===== src/kbrt_pkg.sv =====
// Shared types, constants and helper function of the k-bucket routing table.
package kbrt_pkg;

	localparam int BUCKET_COUNT = 160;
	localparam int SLOTS_PER_BUCKET = 20;
	localparam int ID_WORDS = 4;
	localparam int SLOT_TOTAL = BUCKET_COUNT * SLOTS_PER_BUCKET;
	localparam int SLOT_AW = $clog2(SLOT_TOTAL);
	localparam int BUCKET_W = 8;
	localparam int FILL_W = $clog2(SLOTS_PER_BUCKET + 1);
	localparam int TOTAL_W = $clog2(SLOT_TOTAL + 1);
	localparam int CFG_IDX_W = 2;

	// Operation codes.
	localparam logic [1:0] OP_ADD = 2'd0;
	localparam logic [1:0] OP_REMOVE = 2'd1;
	localparam logic [1:0] OP_COUNT = 2'd2;

	// Configuration register indexes.
	localparam logic [CFG_IDX_W-1:0] CFG_LOCAL_ID_0 = 2'd0;
	localparam logic [CFG_IDX_W-1:0] CFG_LOCAL_ID_1 = 2'd1;
	localparam logic [CFG_IDX_W-1:0] CFG_LOCAL_ID_2 = 2'd2;
	localparam logic [CFG_IDX_W-1:0] CFG_LOCAL_ID_3 = 2'd3;

	// Element ID_WORDS-1 is the most significant word.
	typedef logic [ID_WORDS-1:0][63:0] node_id_t;

	typedef struct packed {
		logic [1:0] operation;
		logic [63:0] peer_word_0;
		logic [63:0] peer_word_1;
		logic [63:0] peer_word_2;
		logic [63:0] peer_word_3;
		logic [63:0] address_handle;
		logic [11:0] count_limit;
	} req_t;

	typedef struct packed {
		logic status;
		logic [11:0] found_count;
	} rsp_t;

	// Write command into the slot store.
	typedef struct packed {
		logic id_we;
		logic addr_we;
		logic vld_we;
		logic [SLOT_AW-1:0] slot;
		node_id_t id;
		logic [63:0] handle;
		logic vld;
	} store_wr_t;

	// Position of the highest set bit, found by halving in six steps.
	function automatic logic [5:0] top_bit(input logic [63:0] w);
		logic [63:0] v;
		logic [5:0] p;
		v = w;
		p = '0;
		for (int l = 5; l >= 0; l--) begin
			if (|(v >> (1 << l))) begin
				p[l] = 1'b1;
				v = v >> (1 << l);
			end
		end
		return p;
	endfunction

endpackage


===== src/kbrt_bucket_unit.sv =====
// Iterative bucket finder: scans the ID difference one 64-bit word per cycle.
module kbrt_bucket_unit (
	input  logic clk,
	input  logic arst_n,
	input  logic start,
	input  kbrt_pkg::node_id_t peer,
	input  kbrt_pkg::node_id_t self_id,
	output logic done,
	output logic [kbrt_pkg::BUCKET_W-1:0] bucket
);
	import kbrt_pkg::*;

	logic busy_q;
	logic [1:0] word_q;
	logic [63:0] diff;

	// Difference of the word under inspection, most significant first.
	assign diff = peer[word_q] ^ self_id[word_q];
	assign done = busy_q && ((|diff) || (word_q == 2'd0));
	// Identical IDs end on word 0 with no set bit, which gives bucket 0.
	assign bucket = {word_q, top_bit(diff)};

	// Word counter runs from the top word down.
	always_ff @(posedge clk or negedge arst_n) begin
		if (!arst_n) begin
			busy_q <= 1'b0;
			word_q <= 2'(ID_WORDS - 1);
		end else if (start) begin
			busy_q <= 1'b1;
			word_q <= 2'(ID_WORDS - 1);
		end else if (done) begin
			busy_q <= 1'b0;
		end else if (busy_q) begin
			word_q <= word_q - 2'd1;
		end
	end

endmodule


===== config.mk =====
export PLATFORM = sky130hd
export DESIGN_NAME = kbrt_bucket_unit
export DESIGN_NICKNAME = d
export VERILOG_FILES = /design/src/kbrt_pkg.sv /design/src/kbrt_bucket_unit.sv
export SDC_FILE = /design/constraint.sdc
export NUM_CORES = 1
export LEC_CHECK = 0
export ABC_AREA = 1
export BUFFER_PORTS_ARGS = -buffer_cell sky130_fd_sc_hd__buf_4
export CAP_MARGIN = 15
export CORE_AREA = 2 2 202 204
export DETAILED_ROUTE_END_ITERATION = 7
export DIE_AREA = 0 0 204 206
export PLACE_DENSITY = 0.44
export REMOVE_ABC_BUFFERS = 1
export SKIP_CTS_REPAIR_TIMING = 1
export SLEW_MARGIN = 20
export SYNTH_ARGS = -nofsm -noshare
export SYNTH_HDL_FRONTEND = slang
export SYNTH_SLANG_ARGS = --single-unit

===== constraint.sdc =====
create_clock -name clk -period 5.3 [get_ports clk]
set_input_delay 1.06 -clock clk [delete_from_list [all_inputs] [get_ports clk]]
set_output_delay 1.06 -clock clk [all_outputs]
set_load 0.05 [all_outputs]

== Word level (Yosys, flattened, before mapping) ==
Cells that the tools add are included.

* Logic and storage cells: 39
* Output and inout bits: 9
* Bits of input ports: 515
* Register bits: 3

* Bitwise operators: 1
* Add/subtract/negate cells: 1
* Equal/unequal tests: 1
* Order comparisons: 1
* Reductions and logical operators: 13
* Muxes and demuxes: 20

{| class="wikitable"
|+ Operator list
! operator !! number
|-
| 64-bit 2-to-1 mux || 7
|-
| 64-bit binary-select mux with 2-bit select || 2
|-
| 64-bit OR reduction || 1
|-
| 64-bit XOR || 1
|-
| 63-bit OR reduction || 1
|-
| 62-bit OR reduction || 1
|-
| 60-bit OR reduction || 1
|-
| 56-bit OR reduction || 1
|-
| 48-bit OR reduction || 1
|-
| 32-bit OR reduction || 1
|-
| 1-bit 2-to-1 mux || 8
|-
| 2-bit 2-to-1 mux || 3
|-
| 2-bit nonzero test || 2
|-
| 2-bit by 3-bit less-than comparator with 1-bit output, second input constant || 1
|-
| 2-bit logical NOT || 1
|-
| 2-bit != test, second input constant || 1
|-
| 2-bit AND reduction || 1
|-
| 2-bit by 1-bit subtractor with 2-bit output, second input constant || 1
|-
| 1-bit logical AND || 1
|-
| 1-bit logical OR || 1
|}

== Logic depth before layout (Yosys ltp) ==
* Depth after elaboration: 15
* Depth in mapped cells: 31
* Depth with buffers taken out: 28

== Worst setup path before layout ==
Ideal clock, no wire load.

* Path kind: input to output
* From: input self_id[173] in the netlist's numbering
* To: output bucket[1] in the netlist's numbering
* Cell stages on the path: 27
* Data arrival time: 3945 ps
* Path buffers: 2
* Path slack: 295 ps
* Data required time: 4240 ps
* Cell sequence: inv_1 nor2_1 o21ai_0 nand3_1 nand2_1 nand2_1 nor2_1 nand2_1 nor2_4 buf_6 nand3_1 nand2_1 nor2_1 nand2_1 nor2_4 nand2_4 buf_6 nand2_1 nand2_2 nand2_2 nor2_4 nand2_1 o21ai_1 inv_1 nand3_1 nand2_1 nand2_1

* Longest elaborated chain between the ends: 13

{| class="wikitable"
|+ RTL lines
! item !! line !! text
|-
| start: declaration || kbrt_bucket_unit.sv:7 || <nowiki>input kbrt_pkg::node_id_t self_id,</nowiki>
|-
| 64-bit binary-select mux with 2-bit select * || kbrt_bucket_unit.sv:18 || <nowiki>assign diff = peer[word_q] ^ self_id[word_q];</nowiki>
|-
| 64-bit 2-to-1 mux (not written as such) * || kbrt_bucket_unit.sv:18 ||
|-
| 64-bit XOR * || kbrt_bucket_unit.sv:18 ||
|-
| 32-bit OR reduction || kbrt_pkg.sv:61 || <nowiki>if (|(v >> (1 << l))) begin</nowiki>
|-
| 64-bit 2-to-1 mux * || kbrt_pkg.sv:61 ||
|-
| 48-bit OR reduction || kbrt_pkg.sv:61 ||
|-
| 64-bit 2-to-1 mux * || kbrt_pkg.sv:61 ||
|-
| 56-bit OR reduction || kbrt_pkg.sv:61 ||
|-
| 64-bit 2-to-1 mux * || kbrt_pkg.sv:61 ||
|-
| 60-bit OR reduction || kbrt_pkg.sv:61 ||
|-
| 64-bit 2-to-1 mux * || kbrt_pkg.sv:61 ||
|-
| 62-bit OR reduction * || kbrt_pkg.sv:61 ||
|-
| 1-bit 2-to-1 mux * || kbrt_pkg.sv:61 ||
|-
| end: declaration || kbrt_bucket_unit.sv:9 || <nowiki>output logic [kbrt_pkg::BUCKET_W-1:0] bucket</nowiki>
|}

Mark *: on every way between the ends. The rest lies on a longest branch, timed or not. The select of a mux whose other input is x is not followed.

== Worst setup path after layout ==
* From: input peer[184] in the netlist's numbering
* To: output bucket[0] in the netlist's numbering

* Longest elaborated chain between the ends: 15

{| class="wikitable"
|+ RTL lines
! item !! line !! text
|-
| start: declaration || kbrt_bucket_unit.sv:6 || <nowiki>input kbrt_pkg::node_id_t peer,</nowiki>
|-
| 64-bit binary-select mux with 2-bit select * || kbrt_bucket_unit.sv:18 ||
|-
| 64-bit 2-to-1 mux (not written as such) * || kbrt_bucket_unit.sv:18 ||
|-
| 64-bit XOR * || kbrt_bucket_unit.sv:18 ||
|-
| 32-bit OR reduction || kbrt_pkg.sv:61 ||
|-
| 64-bit 2-to-1 mux * || kbrt_pkg.sv:61 ||
|-
| 48-bit OR reduction || kbrt_pkg.sv:61 ||
|-
| 64-bit 2-to-1 mux * || kbrt_pkg.sv:61 ||
|-
| 56-bit OR reduction || kbrt_pkg.sv:61 ||
|-
| 64-bit 2-to-1 mux * || kbrt_pkg.sv:61 ||
|-
| 60-bit OR reduction || kbrt_pkg.sv:61 ||
|-
| 64-bit 2-to-1 mux * || kbrt_pkg.sv:61 ||
|-
| 62-bit OR reduction || kbrt_pkg.sv:61 ||
|-
| 64-bit 2-to-1 mux * || kbrt_pkg.sv:61 ||
|-
| 63-bit OR reduction * || kbrt_pkg.sv:61 ||
|-
| 1-bit 2-to-1 mux * || kbrt_pkg.sv:61 ||
|}

Marks and branches as above.

==> qor.txt <==
largest net degree at the start of global routing: 69
Final GP Congestion: 0.850
Util after Layout: 0.283
asr flop ratio synth: 1.00
DR iter-0 viols: 390
CTS HTree Levels: 1
Die X: 204 um
layout cells sized above 1: 0.374
sw frac: 0.381
RSZ-0062 raised after global routing: true
Worst Hold End: busy_q
count leader, synth: nand2_1
Clk Latency, worst-skew pair: 220 ps
nets: 2345
Crit. End Element: primary output
starting density of the core: 0.152
clock power share: 0.143
TritonRoute pass-1 iters: 5
Avg Cell Area, Syn: 4.74 um^2
max-slew violation count: 0
final instance area: 11400 um^2
MaxCap Viol Count: 0
sequential share of power: 0.028
Worst-path clk slew: 30 ps
die area: 42000 um^2
WL/cell: 15.4 um
grt total ovfl: 0
Pleak: 0.00632 uW
Comb pwr share: 0.829
Worst EP required: 4240 ps
Worst-Margin Slew: 577 ps
Pint: 519 uW
IO Pins: 524
ANT nets after route: 0
hold_ws: 552 ps
FF-to-FF End: word_q[0]
register bit total from synthesis: 3
hold path depth: 2
first-pass GRT wire length: 51.7 mm
P per Cell Area: 73.7 nW/um^2
min-delay src: busy_q
area grow syn2layout: 85.6%
Max IR drop VDD: 0.0000670 V
Post-synth EDFFs: 0
CTS Buf Count: 3
HPWL Detailed: 30.4 mm
initial antenna violation count: 0
Placement Cell Area: 10900 um^2
min cycle time layout: 5110 ps
relative slew slack: 0.614
clock sinks: 3
via/cell ratio: 4.16
warnings from Yosys: 0
Hold Vio Cnt, Final: 0
CTS tree: done
Worst path max stage delay: 230 ps
CP max FO: 6
Antenna Cells: 0
Critical Path AT: 4050 ps
Synth top area share: 0.263
Max stage delay cell, worst path: nor2_4
GRT Total Usage: 0.158
HP Class: reg2reg
Tcrit/Tclk final: 0.965
R2R setup slack: 2040 ps
filler cell count: 4577
register area share after synthesis: 0.0127
final setup fails: 0
Std-Cell Rows: 74
most instantiated cells after synthesis: nand2_1, nor2_1, inv_1
total wire length: 36.4 mm
ys flop type: dfstp_2
Worst Skew: 1.18 ps
leading post-synthesis cells by cell area: nand2_1, nor2_1, inv_1
Distinct cells, synth: 31
Root Buffer Master: clkbuf_16
vias post-DR: 9822
R2R Path Start: word_q[0]
core area: 40200 um^2
area leader, netlist: nand2_1
fmax: 196 MHz
clock tree buffer depth: 2
vias in the first global route: 9229
Port-buffer cells: 523
startpoint types: primary input
Post-Syn Instances: 1293
die span in y: 206 um
Switch Pwr: 319 uW
crit path kind: in2out
DRC Markers: 0
status: completed
worst r2r path cells: 12
Post-Syn Area: 6130 um^2
total negative setup slack: 0 ps
cell mode on critical path: nand2_1
-- stage by stage --
step / setup slack (ps) / std cells / power (uW)
floorplan: -2050 / 1225 / 261
global placement: -80.0 / 2341 / 693
detailed placement: -151 / 2341 / 699
CTS: -172 / 2345 / 822
global route: -138 / 2360 / 920
finish: 188 / 2360 / 838
-- flip-flops by register name (all words and copies together), names as in the netlist --
| register | flops |
|---|---|
| busy_q | 1 |
| word_q | 2 |
-- worst max path at each step --
stage | depth (start not counted) | slack [ps] | start | endpoint
floorplan | 22 | -2050 | word_q[0] | bucket[0]
global placement | 26 | -80 | peer[44] | bucket[0]
detailed placement | 26 | -150 | peer[44] | bucket[0]
CTS | 24 | -170 | word_q[1] | bucket[0]
global route | 31 | -140 | peer[123] | bucket[0]
finish | 29 | 190 | peer[184] | bucket[0]
-- cells in the final DEF, fill, tap and decap left out, drive strengths merged --
cell | Yosys | routed
a21oi | 15 | 15
buf | 47 | 596
clkbuf | 21 | 6
clkinv | 0 | 1
dfrtp | 1 | 1
dfstp | 2 | 2
ha | 1 | 1
inv | 179 | 178
nand2 | 437 | 438
nand3 | 96 | 96
nand4 | 4 | 4
nor2 | 192 | 192
nor4 | 6 | 6
o211ai | 1 | 1
o21ai | 144 | 144
o22ai | 64 | 64
or2 | 2 | 2
xnor2 | 12 | 12
xor2 | 69 | 69
-- routing by layer --
metal | vias to the layer above | track usage | wire, um | part of all wire
li1 | 5112 | - | - | -
met1 | 4398 | 0.191 | 15200 | 0.42
met2 | 295 | 0.305 | 19100 | 0.53
met3 | 17 | 0.0172 | 1730 | 0.048
met4 | 0 | 0.0179 | 291 | 0.0080
met5 | - | 0 | 0 | 0
-- power groups by stage --
| stage | Combinational, uW | Sequential (uW) | Clock [uW] |
|---|---|---|---|
| global placement | 669 | 23.8 | 0 |
| detailed placement | 675 | 23.8 | 0 |
| finish | 694 | 23.6 | 120 |
| global route | 771 | 23.6 | 125 |
| floorplan | 237 | 23.9 | 0 |
| CTS | 677 | 23.6 | 121 |
-- worst max-delay path, delay by kind of cell --
| family | cells | cell delay, ps |
|---|---|---|
| AND/OR/NAND/NOR | 25 | 2390 |
| XOR/XNOR | 1 | 150 |
| buffers and inverters | 3 | 450 |
-- cell families (layout without fill, tap and decap cells) --
kind of cell / count (synthesis) / count (layout) / synth area share
AOI/OAI and AO/OA: 224 / 224 / 0.196
adders and majority gates: 1 / 1 / 0.00204
DFF: 3 / 3 / 0.0127
buffers and inverters: 247 / 781 / 0.184
and+or+nand+nor: 737 / 738 / 0.489
xor gates and xnor gates: 81 / 81 / 0.116
-- final cells by class --
class	count	area, um^2	area share
multi-input combinational	1044	5160	0.454
clock buffer	4	78.8	0.00693
timing repair buffer	598	4700	0.413
inverter	179	681	0.0599
sequential	3	85.1	0.00748
tap	532	666	0.0585
Power figures use the tool's default switching activity.
